--- src/design/sfat_pkg.sv ---
// shared types, constants and helpers for the screen fade alpha timer
// no dependencies; imported by the controller, datapath and top level
package sfat_pkg;

  // default tick resolution, fraction bits of a second
  localparam int TIME_FRAC_BITS_DEF = 12;

  // field widths
  localparam int TIME_W = 32;
  localparam int SPAN_W = 20;
  localparam int PROD_W = 40;           // alpha times time magnitude
  localparam int NUM_W  = PROD_W + 12;  // product times 4096
  localparam int QUO_W  = 9;            // quotient bits kept, bit 8 flags at least 256
  localparam int ADD_W  = 40;           // operand width of the saturating add

  // request function codes
  localparam logic [1:0] FUNC_LOAD  = 2'd0;
  localparam logic [1:0] FUNC_QUERY = 2'd1;
  localparam logic [1:0] FUNC_LEVEL = 2'd2;

  // mode bit positions
  localparam int MODE_OUT  = 0;
  localparam int MODE_STAY = 1;
  localparam int MODE_LONG = 2;

  // span used by the dark level start, 5 s in 1/4096 s
  localparam logic [SPAN_W-1:0] DARK_SPAN = 20'd20480;

  // controller states
  typedef enum logic [3:0] {
    S_IDLE,
    S_DISPATCH,
    S_LOAD1,
    S_LOAD2,
    S_LVL1,
    S_LVL2,
    S_QSETUP,
    S_MUL,
    S_DIVINIT,
    S_DIV,
    S_RESOLVE,
    S_FIN
  } state_t;

  // datapath operations
  typedef enum logic [3:0] {
    OP_NONE,
    OP_CAPTURE,
    OP_LOAD1,
    OP_LOAD2,
    OP_LVL1,
    OP_LVL2,
    OP_QSETUP,
    OP_MUL,
    OP_DIVINIT,
    OP_DIVSTEP,
    OP_RESOLVE
  } dp_op_t;

  typedef struct packed {
    dp_op_t op;
    logic   out_load;
  } dp_cmd_t;

  typedef struct packed {
    logic [1:0] func;
    logic       need_div;
    logic       div_last;
  } dp_status_t;

  // time sum clamped at the top of the 32-bit range
  function automatic logic [TIME_W-1:0] sat_add(input logic [TIME_W-1:0] a,
                                                input logic [ADD_W-1:0] b);
    logic [ADD_W:0] s;
    s = {{(ADD_W + 1 - TIME_W){1'b0}}, a} + {1'b0, b};
    if (s > {{(ADD_W + 1 - TIME_W){1'b0}}, {TIME_W{1'b1}}}) begin
      return {TIME_W{1'b1}};
    end
    return s[TIME_W-1:0];
  endfunction

endpackage

--- src/design/sfat_ctrl.sv ---
// sequencer for the screen fade alpha timer: handshakes and datapath commands
// depends on sfat_pkg
module sfat_ctrl
  import sfat_pkg::*;
(
  input  logic       clk,
  input  logic       rst_n,
  input  logic       in_valid,
  output logic       in_stall,
  output logic       out_valid,
  input  logic       out_stall,
  output dp_cmd_t    cmd,
  input  dp_status_t status
);

  state_t state_r, state_nxt;
  logic   out_valid_r, out_valid_nxt;

  // state and output flag registers
  always_ff @(posedge clk) begin
    if (!rst_n) begin
      state_r     <= S_IDLE;
      out_valid_r <= 1'b0;
    end else begin
      state_r     <= state_nxt;
      out_valid_r <= out_valid_nxt;
    end
  end

  // next state and commands
  always_comb begin
    state_nxt    = state_r;
    cmd.op       = OP_NONE;
    cmd.out_load = 1'b0;
    case (state_r)
      S_IDLE: begin
        if (in_valid) begin
          cmd.op    = OP_CAPTURE;
          state_nxt = S_DISPATCH;
        end
      end
      S_DISPATCH: begin
        case (status.func)
          FUNC_LOAD:  state_nxt = S_LOAD1;
          FUNC_LEVEL: state_nxt = S_LVL1;
          default:    state_nxt = S_QSETUP;
        endcase
      end
      S_LOAD1: begin
        cmd.op    = OP_LOAD1;
        state_nxt = S_LOAD2;
      end
      S_LOAD2: begin
        cmd.op    = OP_LOAD2;
        state_nxt = S_FIN;
      end
      S_LVL1: begin
        cmd.op    = OP_LVL1;
        state_nxt = S_LVL2;
      end
      S_LVL2: begin
        cmd.op    = OP_LVL2;
        state_nxt = S_FIN;
      end
      S_QSETUP: begin
        cmd.op    = OP_QSETUP;
        state_nxt = S_MUL;
      end
      S_MUL: begin
        cmd.op    = OP_MUL;
        state_nxt = status.need_div ? S_DIVINIT : S_FIN;
      end
      S_DIVINIT: begin
        cmd.op    = OP_DIVINIT;
        state_nxt = S_DIV;
      end
      S_DIV: begin
        cmd.op = OP_DIVSTEP;
        if (status.div_last) begin
          state_nxt = S_RESOLVE;
        end
      end
      S_RESOLVE: begin
        cmd.op    = OP_RESOLVE;
        state_nxt = S_FIN;
      end
      S_FIN: begin
        // wait for the output register to free up
        if (!out_valid_r || !out_stall) begin
          cmd.out_load = 1'b1;
          state_nxt    = S_IDLE;
        end
      end
      default: state_nxt = S_IDLE;
    endcase
  end

  // output register occupancy
  always_comb begin
    out_valid_nxt = out_valid_r;
    if (cmd.out_load) begin
      out_valid_nxt = 1'b1;
    end else if (out_valid_r && !out_stall) begin
      out_valid_nxt = 1'b0;
    end
  end

  // no request is taken while in reset
  assign in_stall  = !rst_n || (state_r != S_IDLE);
  assign out_valid = out_valid_r;

endmodule

--- src/design/sfat_dp.sv ---
// datapath for the screen fade alpha timer: fade state, multiplier,
// radix-2 divider and output register; depends on sfat_pkg
module sfat_dp
  import sfat_pkg::*;
#(
  parameter int TIME_FRAC_BITS = TIME_FRAC_BITS_DEF
) (
  input  logic        clk,
  input  logic        rst_n,
  input  dp_cmd_t     cmd,
  output dp_status_t  status,
  input  logic [1:0]  in_func,
  input  logic [31:0] in_time_now,
  input  logic [15:0] in_fade_length,
  input  logic [15:0] in_hold_length,
  input  logic [7:0]  in_color_red,
  input  logic [7:0]  in_color_green,
  input  logic [7:0]  in_color_blue,
  input  logic [7:0]  in_alpha_level,
  input  logic        in_fade_out,
  input  logic        in_stay_out,
  input  logic        in_long_scale,
  input  logic        in_start_dark,
  output logic [7:0]  out_fade_alpha,
  output logic [7:0]  out_red,
  output logic [7:0]  out_green,
  output logic [7:0]  out_blue
);

  localparam int TICK_W = SPAN_W + TIME_FRAC_BITS;
  localparam int DEN_W  = SPAN_W + TIME_FRAC_BITS;
  localparam int DIV_W  = (NUM_W > DEN_W + QUO_W) ? NUM_W : DEN_W + QUO_W;
  localparam int CNT_W  = $clog2(QUO_W);
  localparam logic [ADD_W-1:0] FIVE_T  = ADD_W'(5) << TIME_FRAC_BITS;
  localparam logic [ADD_W-1:0] TENTH_T = ADD_W'(((1 << TIME_FRAC_BITS) + 5) / 10);

  // captured request
  logic [1:0]  func_r;
  logic [31:0] now_r;
  logic [15:0] flen_r, hlen_r;
  logic [23:0] rgb_in_r;
  logic [7:0]  alev_r;
  logic        fout_r, stay_r, long_r, dark_r;

  // fade state
  logic [31:0]       end_r, end_nxt;
  logic [31:0]       hold_r, hold_nxt;
  logic [31:0]       odone_r, odone_nxt;
  logic [SPAN_W-1:0] span_r, span_nxt;
  logic [7:0]        peak_r, peak_nxt;
  logic [2:0]        mode_r, mode_nxt;
  logic [23:0]       color_r, color_nxt;

  // query working registers
  logic [31:0]       mag_r, mag_nxt;
  logic              need_div_r, need_div_nxt;
  logic              sub_r, sub_nxt;
  logic              ceil_r, ceil_nxt;
  logic [7:0]        alpha_r, alpha_nxt;
  logic [PROD_W-1:0] prod_r;
  logic [DIV_W-1:0]  rem_r, rem_nxt;
  logic [DIV_W-1:0]  dsh_r, dsh_nxt;
  logic [QUO_W-1:0]  quo_r, quo_nxt;
  logic              ovf_r, ovf_nxt;
  logic [CNT_W-1:0]  cnt_r, cnt_nxt;

  // output register
  logic [7:0]  oalpha_r;
  logic [23:0] ocolor_r;

  // scaled durations in ticks
  logic [SPAN_W-1:0] dur_w, hold_w;
  logic [TICK_W-1:0] dur_t, hold_t;
  logic [ADD_W-1:0]  dur_x, hold_x;

  assign dur_w  = long_r ? {flen_r, 4'b0} : {4'b0, flen_r};
  assign hold_w = long_r ? {hlen_r, 4'b0} : {4'b0, hlen_r};
  assign dur_t  = (TICK_W'(dur_w) << TIME_FRAC_BITS) >> 12;
  assign hold_t = (TICK_W'(hold_w) << TIME_FRAC_BITS) >> 12;
  assign dur_x  = ADD_W'(dur_t);
  assign hold_x = ADD_W'(hold_t);

  // divider operands
  logic [DIV_W-1:0] num_x, den_x;
  assign num_x = DIV_W'({prod_r, 12'b0});
  assign den_x = DIV_W'(span_r) << TIME_FRAC_BITS;

  // quotient resolution
  logic       x_big;
  logic [8:0] c9, a9;
  assign x_big = ovf_r | quo_r[QUO_W-1];
  assign a9    = {1'b0, peak_r};
  assign c9    = {1'b0, quo_r[7:0]} + {8'b0, ceil_r & (rem_r != '0)};

  // capture registers
  always_ff @(posedge clk) begin
    if (cmd.op == OP_CAPTURE) begin
      func_r   <= in_func;
      now_r    <= in_time_now;
      flen_r   <= in_fade_length;
      hlen_r   <= in_hold_length;
      rgb_in_r <= {in_color_red, in_color_green, in_color_blue};
      alev_r   <= in_alpha_level;
      fout_r   <= in_fade_out;
      stay_r   <= in_stay_out;
      long_r   <= in_long_scale;
      dark_r   <= in_start_dark;
    end
  end

  // fade state and control flags
  always_ff @(posedge clk) begin
    if (!rst_n) begin
      end_r      <= '0;
      hold_r     <= '0;
      odone_r    <= '0;
      span_r     <= '0;
      peak_r     <= '0;
      mode_r     <= '0;
      color_r    <= '0;
      need_div_r <= 1'b0;
      cnt_r      <= '0;
    end else begin
      end_r      <= end_nxt;
      hold_r     <= hold_nxt;
      odone_r    <= odone_nxt;
      span_r     <= span_nxt;
      peak_r     <= peak_nxt;
      mode_r     <= mode_nxt;
      color_r    <= color_nxt;
      need_div_r <= need_div_nxt;
      cnt_r      <= cnt_nxt;
    end
  end

  // working and output payload
  always_ff @(posedge clk) begin
    mag_r   <= mag_nxt;
    sub_r   <= sub_nxt;
    ceil_r  <= ceil_nxt;
    alpha_r <= alpha_nxt;
    rem_r   <= rem_nxt;
    dsh_r   <= dsh_nxt;
    quo_r   <= quo_nxt;
    ovf_r   <= ovf_nxt;
    if (cmd.op == OP_MUL) begin
      prod_r <= PROD_W'(peak_r) * PROD_W'(mag_r);
    end
    if (cmd.out_load) begin
      oalpha_r <= alpha_r;
      ocolor_r <= color_r;
    end
  end

  // operation decode
  always_comb begin
    end_nxt      = end_r;
    hold_nxt     = hold_r;
    odone_nxt    = odone_r;
    span_nxt     = span_r;
    peak_nxt     = peak_r;
    mode_nxt     = mode_r;
    color_nxt    = color_r;
    mag_nxt      = mag_r;
    need_div_nxt = need_div_r;
    sub_nxt      = sub_r;
    ceil_nxt     = ceil_r;
    alpha_nxt    = alpha_r;
    rem_nxt      = rem_r;
    dsh_nxt      = dsh_r;
    quo_nxt      = quo_r;
    ovf_nxt      = ovf_r;
    cnt_nxt      = cnt_r;
    case (cmd.op)
      OP_CAPTURE: begin
        alpha_nxt    = '0;
        need_div_nxt = 1'b0;
      end
      // store command, first time sum
      OP_LOAD1: begin
        color_nxt = rgb_in_r;
        peak_nxt  = alev_r;
        mode_nxt  = {long_r, stay_r, fout_r};
        span_nxt  = dur_w;
        if (dur_w == '0) begin
          end_nxt  = '0;
          hold_nxt = sat_add('0, hold_x);
        end else if (fout_r) begin
          end_nxt   = sat_add(now_r, dur_x);
          odone_nxt = sat_add(now_r, dur_x);
        end else begin
          hold_nxt = sat_add(now_r, hold_x);
        end
      end
      // second time sum, chained on the first
      OP_LOAD2: begin
        if (dur_w != '0) begin
          if (mode_r[MODE_OUT]) begin
            hold_nxt = sat_add(end_r, hold_x);
          end else begin
            end_nxt = sat_add(hold_r, dur_x);
          end
        end
      end
      OP_LVL1: begin
        color_nxt = '0;
        mode_nxt  = '0;
        if (!dark_r) begin
          span_nxt = '0;
          end_nxt  = '0;
          hold_nxt = '0;
          peak_nxt = '0;
        end else begin
          hold_nxt = sat_add(now_r, FIVE_T);
          span_nxt = DARK_SPAN;
          peak_nxt = 8'd255;
        end
      end
      OP_LVL2: begin
        if (dark_r) begin
          end_nxt = sat_add(hold_r, FIVE_T);
        end
      end
      // classify the query, settle the cases that need no division
      OP_QSETUP: begin
        need_div_nxt = 1'b0;
        sub_nxt      = 1'b0;
        ceil_nxt     = 1'b0;
        if (!mode_r[MODE_STAY]) begin
          if (hold_r < now_r && end_r < now_r) begin
            alpha_nxt = '0;
          end else if (span_r == '0 || end_r < now_r) begin
            // ramp term zero or already past its end
            alpha_nxt = mode_r[MODE_OUT] ? peak_r : 8'd0;
          end else begin
            need_div_nxt = 1'b1;
            sub_nxt      = mode_r[MODE_OUT];
            mag_nxt      = end_r - now_r;
          end
        end else begin
          alpha_nxt = peak_r;
          if (mode_r[MODE_OUT] && odone_r > now_r) begin
            if (span_r != '0) begin
              need_div_nxt = 1'b1;
              sub_nxt      = 1'b1;
              ceil_nxt     = 1'b1;
              mag_nxt      = odone_r - now_r;
            end
          end else begin
            end_nxt = sat_add(now_r, TENTH_T);
          end
        end
      end
      OP_DIVINIT: begin
        rem_nxt = num_x;
        dsh_nxt = den_x << (QUO_W - 1);
        ovf_nxt = (num_x >= (den_x << QUO_W));
        quo_nxt = '0;
        cnt_nxt = CNT_W'(QUO_W - 1);
      end
      // one restoring step per cycle
      OP_DIVSTEP: begin
        if (rem_r >= dsh_r) begin
          rem_nxt = rem_r - dsh_r;
          quo_nxt = {quo_r[QUO_W-2:0], 1'b1};
        end else begin
          quo_nxt = {quo_r[QUO_W-2:0], 1'b0};
        end
        dsh_nxt = dsh_r >> 1;
        cnt_nxt = cnt_r - 1'b1;
      end
      // clamp ramp term into 0..peak
      OP_RESOLVE: begin
        if (!sub_r) begin
          alpha_nxt = (x_big || quo_r[7:0] > peak_r) ? peak_r : quo_r[7:0];
        end else if (x_big || c9 > a9) begin
          alpha_nxt = '0;
        end else begin
          alpha_nxt = 8'(a9 - c9);
        end
      end
      default: ;
    endcase
  end

  assign status.func     = func_r;
  assign status.need_div = need_div_r;
  assign status.div_last = (cnt_r == '0);

  assign out_fade_alpha = oalpha_r;
  assign out_red        = ocolor_r[23:16];
  assign out_green      = ocolor_r[15:8];
  assign out_blue       = ocolor_r[7:0];

endmodule

--- src/design/screen_fade_alpha_timer_core.sv ---
// top level of the screen fade alpha timer
// depends on sfat_pkg, sfat_ctrl and sfat_dp
//
// Usage: every request on the in_ channel carries the current time in ticks
// of 2^-TIME_FRAC_BITS s and a function code: load a fade command, query the
// alpha, or start a level. Each request gives exactly one result on the out_
// channel: the alpha (zero for load and level start) and the stored colour.
// Both channels use valid/stall; a transfer happens when valid is high and
// stall is low.
// Load and level start use neither the multiplier nor the divider; a query
// runs an 8x32 multiply, and one that needs the ramp term then runs the
// 9-step radix-2 divider. One request is in flight at a time: no new request
// is taken until the last one has been moved into the output register.
// A finished result sits in the output register; the next request is
// accepted while it waits, and only its completion waits for the receiver to
// drop out_stall.
// Reset clears the fade state (times, span, peak alpha, mode, colour) to zero and
// empties the output register; in_stall stays high while rst_n is low.
module screen_fade_alpha_timer_core
  import sfat_pkg::*;
#(
  parameter int TIME_FRAC_BITS = TIME_FRAC_BITS_DEF
) (
  input  logic        clk,
  input  logic        rst_n,
  input  logic        in_valid,
  output logic        in_stall,
  input  logic [1:0]  in_func,
  input  logic [31:0] in_time_now,
  input  logic [15:0] in_fade_length,
  input  logic [15:0] in_hold_length,
  input  logic [7:0]  in_color_red,
  input  logic [7:0]  in_color_green,
  input  logic [7:0]  in_color_blue,
  input  logic [7:0]  in_alpha_level,
  input  logic        in_fade_out,
  input  logic        in_stay_out,
  input  logic        in_long_scale,
  input  logic        in_start_dark,
  output logic        out_valid,
  input  logic        out_stall,
  output logic [7:0]  out_fade_alpha,
  output logic [7:0]  out_red,
  output logic [7:0]  out_green,
  output logic [7:0]  out_blue
);

  dp_cmd_t    cmd;
  dp_status_t status;

  // sequencer
  sfat_ctrl u_ctrl (
    .clk       (clk),
    .rst_n     (rst_n),
    .in_valid  (in_valid),
    .in_stall  (in_stall),
    .out_valid (out_valid),
    .out_stall (out_stall),
    .cmd       (cmd),
    .status    (status)
  );

  // fade state and arithmetic
  sfat_dp #(
    .TIME_FRAC_BITS (TIME_FRAC_BITS)
  ) u_dp (
    .clk            (clk),
    .rst_n          (rst_n),
    .cmd            (cmd),
    .status         (status),
    .in_func        (in_func),
    .in_time_now    (in_time_now),
    .in_fade_length (in_fade_length),
    .in_hold_length (in_hold_length),
    .in_color_red   (in_color_red),
    .in_color_green (in_color_green),
    .in_color_blue  (in_color_blue),
    .in_alpha_level (in_alpha_level),
    .in_fade_out    (in_fade_out),
    .in_stay_out    (in_stay_out),
    .in_long_scale  (in_long_scale),
    .in_start_dark  (in_start_dark),
    .out_fade_alpha (out_fade_alpha),
    .out_red        (out_red),
    .out_green      (out_green),
    .out_blue       (out_blue)
  );

endmodule
--- config.mk ---
export PLATFORM = sky130hd
export DESIGN_NAME = screen_fade_alpha_timer_core
export DESIGN_NICKNAME = d
export VERILOG_FILES = /design/src/design/sfat_pkg.sv /design/src/design/sfat_ctrl.sv /design/src/design/sfat_dp.sv /design/src/design/screen_fade_alpha_timer_core.sv
export SDC_FILE = /design/constraint.sdc
export NUM_CORES = 2
export LEC_CHECK = 0
export BUFFER_PORTS_ARGS = -buffer_cell sky130_fd_sc_hd__buf_4
export CAP_MARGIN = 20
export CORE_MARGIN = 5
export CORE_UTILIZATION = 48
export CTS_CLUSTER_SIZE = 16
export DETAILED_ROUTE_END_ITERATION = 7
export SYNTH_ARGS = -nofsm -noshare
export SYNTH_HDL_FRONTEND = slang
export SYNTH_HIERARCHICAL = 1
export SYNTH_SLANG_ARGS = --single-unit
--- constraint.sdc ---
create_clock -name clk -period 18.31 [get_ports clk]
set_clock_uncertainty 0.1 [all_clocks]
set_input_delay 2.7465 -clock clk [delete_from_list [all_inputs] [get_ports clk]]
set_output_delay 2.7465 -clock clk [all_outputs]
set_load 0.05 [all_outputs]
==> impl_metrics.yaml <==
layout:
  fraction_of_final_layout_cells_sized_beyond_drive_strength_1_pct: 7.97
  layout.nets: 5320
  area_growth_pct: 9.87
  final-instance-count-excl-fill: 5904
clock_tree:
  tritoncts_clock_tree: "built"
  cts_setup_buffers: 0
  postCtsResizedCells: 0
  clock_sink_count: 478
  clock_tree.htree_level_count: 2
  clkLatencyLatePin_ps: 660
  cts.root.buffer_cell: "sky130_fd_sc_hd__clkbuf_16"
  cts_max_path_buffers: 3
  tritoncts.num_buffers: 56
  ctsHoldBuffers: 0
  clk_pin_slew_ps: 60
die:
  floorplan.initialDensity_pct: 48.5
  die_x_um: 304
  total_i_o_pin_count: 140
  dieArea_mm2: 0.0925
  rows: 107
  core_region_area_mm2: 0.0855
  floorplan.die.height_um: 304
drt:
  wl_per_cell_um: 22.0
  final_antenna_net_count: 0
  drt_pass1_iterations: 6
  drc: 0
  routed_wirelength_mm: 130
  detail_route.iter0.violations: 3038
  routed-via-count: 35100
  vias_per_cell: 5.95
setup_path:
  critical_path.startpoint_type: "flip-flop"
  worst_path_most_repeated_cell: "sky130_fd_sc_hd__fa_1"
  cp.required_ps: 18650
  path_class: "reg -> reg"
  crit_fanout: 38
  cpMaxStageDelayCell: "sky130_fd_sc_hd__dfxtp_2"
  worstRegToRegCells: 19
  path_cells: "and2_1, fa_1, fa_1, fa_1, inv_1, fa_1, inv_1, ha_1, nand2_1, nand2_1, a211oi_1, o31ai_1, o211ai_1, o22ai_1, a41oi_1, o21ai_1, a221oi_2, nand4b_1, o311ai_1"
  critical_path.n_buffers_inverters: 2
  timing.rr.start: "u_dp/peak_r[4]"
  worst_r2r_dst: "u_dp/prod_r[38]"
  critPathMaxStageDelay_ps: 900
  crit_path_end_kind: "flip-flop"
  worstPathArrival_ps: 6760
  r2r_slack_ps: 11890
  critical_path.top_delay_family: "adder cells"
global_route:
  number_of_antenna_violations_at_the_first_check_in_global_routing: 0
  global_route.usage.total_pct: 27.1
  grt_pass1_wl_mm: 200
  first_global_vias: 34400
  grt_start_max_net_pins: 67
  overall_overflow_remaining_after_global_route: 0
power_and_ir_drop:
  clock_power_share_pct: 23.8
  power.share.switching_pct: 42.1
  p_int_mw: 3.09
  pwr-share-comb_pct: 46.7
  post-layout-total-power_mw: 5.33
  static-leakage-power_nw: 19.4
  power-per-cell-area_mw_per_mm2: 117
  power_switching_mw: 2.25
  part_of_the_power_in_registers_pct: 29.6
  peakVddDrop_v: 0.0000863
min_path:
  hold_path.startpoint: "u_dp/alpha_r[0]"
  hold_path_end: "u_dp/out_fade_alpha[0]"
  worst_hold_path_type: "reg -> reg"
  worstHoldPathCells: 0
yosys:
  yosys.area_share.xor_xnor_pct: 5.82
  synth_top_family_by_area: "compound AO/OA/AOI/OAI gates"
  synth-edff-count: 318
  synthAdderAreaFrac_pct: 18.6
  synth_area_per_inst_um2: 8.86
  synth_compound_area_share_pct: 20.3
  muxShareOfSynthArea_pct: 1.21
  synth.ff_latch_count: 478
  synth_seq_area_share_pct: 30.7
  synthSimpleGateAreaFrac_pct: 17.8
  synth-main-ff-cell: "sky130_fd_sc_hd__edfxtp_1"
  netlist_instances: 4684
  post_synthesis_net_count: 5294
  yosysWarnings: 6
  synth.cell_area_mm2: 0.0415
  synth-async-reset-ratio_pct: 0
  netlist-cell-type-count: 114
timing:
  max_freq_mhz: 156
  max-slew-margin-rel_pct: 23.7
  worstMarginPinSlew_ps: 1130
  timing.final.max_slew_violations: 0
  finalHoldViolCount: 0
  min_period_ps: 6420
  period_share_pct: 35.1
  setup_repair_after_global_routing_missed_its_margin: "false"
  setup_viol: 0
  setup-tns-final_ps: 0
  hold_slack_ps: 318
job:
  max_cap_viol_count: 0
placement:
  buffer_ports.inserted: 139
  hpwl_after_dpl_mm: 99.4
  placed_cells_incl_taps: 5794
  routabilityCongestion: 0.965
run_status:
  run_status: "finished, final reports clean"
[worst max-delay path by stage]
stage / startpoint / end / slack, ps / depth (start not counted)
floorplan: in_valid / u_dp/alpha_r[0] / 6900 / 6
finish: u_dp/peak_r[4] / u_dp/prod_r[38] / 11890 / 19
detailed placement: u_dp/peak_r[4] / u_dp/prod_r[38] / 11900 / 19
global route: u_dp/peak_r[4] / u_dp/prod_r[38] / 11410 / 20
CTS: u_dp/peak_r[4] / u_dp/prod_r[38] / 11850 / 19
global placement: rst_n / in_stall / 11930 / 3
[layout by cell type, fill, tap and decap left out, types with 136 or more instances in the layout]
master	netlist	final
sky130_fd_sc_hd__ha_1	320	320
sky130_fd_sc_hd__a21oi_1	367	366
sky130_fd_sc_hd__dfxtp_1	160	158
sky130_fd_sc_hd__xnor2_1	187	187
sky130_fd_sc_hd__buf_4	6	181
sky130_fd_sc_hd__nor2_1	260	257
sky130_fd_sc_hd__edfxtp_1	318	318
sky130_fd_sc_hd__and2_1	233	233
sky130_fd_sc_hd__a21o_1	136	136
sky130_fd_sc_hd__o21ai_0	310	308
sky130_fd_sc_hd__inv_1	379	378
sky130_fd_sc_hd__fa_1	184	184
sky130_fd_sc_hd__nand2_1	429	428
[stage by stage]
step / cell area [µm²] / worst slack, ps / utilization [%]
global placement: 43500 / 11930 / 50.8
detailed placement: 43500 / 11900 / 50.8
finish: 45600 / 11890 / 53.3
floorplan: 41500 / 6900 / -
CTS: 45600 / 11850 / 53.3
global route: 45600 / 11410 / 53.3
[metal layers]
metal | up-vias | track usage [%] | part of all wire [%]
met5 | - | 0 | 0
li1 | 16700 | - | -
met1 | 17000 | 37.1 | 43
met3 | 229 | 3.02 | 6.3
met4 | 0 | 10.2 | 4.1
met2 | 1209 | 44.7 | 46
[flip-flops by register name (all words and copies together) (netlist names), 24 cells and up]
signal and flops:
u_dp/odone_r 32, u_dp/rgb_in_r 24, u_dp/prod_r 40, u_dp/mag_r 32
u_dp/ocolor_r 24, u_dp/rem_r 52, u_dp/hold_r 32, u_dp/now_r 32
u_dp/color_r 24, u_dp/end_r 32, u_dp/dsh_r 40
[power by group through the flow]
| stage | sequential [mW] | combinational, mW | clock [mW] |
|---|---|---|---|
| global placement | 1.58 | 2.44 | 0 |
| floorplan | 1.46 | 1.90 | 0 |
| CTS | 1.56 | 2.47 | 1.30 |
| finish | 1.58 | 2.49 | 1.27 |
| detailed placement | 1.58 | 2.45 | 0 |
| global route | 1.58 | 2.77 | 1.34 |
[layout make-up]
class | count | area, µm²
clock buffers | 67 | 1560
flip-flops and latches | 478 | 12800
well taps | 1144 | 1430
multi-input cells | 3609 | 26500
inverters | 382 | 1430
diodes | 2 | 5.00
repair buffers | 183 | 1390
clock inverters | 39 | 557
fillers | 7952 | 39900
[kinds of logic (layout without fill, tap and decap cells)]
family,count (synthesis),after routing
other cells,0,2
mux,47,47
fa+ha+maj,507,507
compound gates,1306,1306
buf+inv,597,671
simple gates,1473,1473
xor+xnor,276,276
flops,478,478
[synthesized netlist by cell type (all sizes together) (20+ instances only)]
library cell | n | area, µm²
nor2b | 52 | 335
nor4 | 38 | 244
o221a | 20 | 225
o21bai | 28 | 210
mux2 | 21 | 240
o21a | 41 | 308
and3 | 55 | 344
xnor2 | 187 | 1640
a21oi | 372 | 1890
buf | 64 | 345
edfxtp | 318 | 9550
ha | 320 | 4000
a211oi | 31 | 275
mux2i | 26 | 260
xor2 | 89 | 780
and2 | 235 | 1470
clkbuf | 151 | 568
o21ai | 355 | 1800
a21o | 136 | 1020
nor2 | 260 | 976
nand2 | 429 | 1610
dfxtp | 160 | 3200
a31oi | 71 | 472
nor3 | 85 | 430
o31ai | 20 | 160
o211ai | 37 | 293
inv | 381 | 1430
nand3 | 123 | 621
nand4 | 48 | 300
fa | 184 | 3680
nand2b | 63 | 394
No activity file was read; power rests on OpenSTA's default activity.
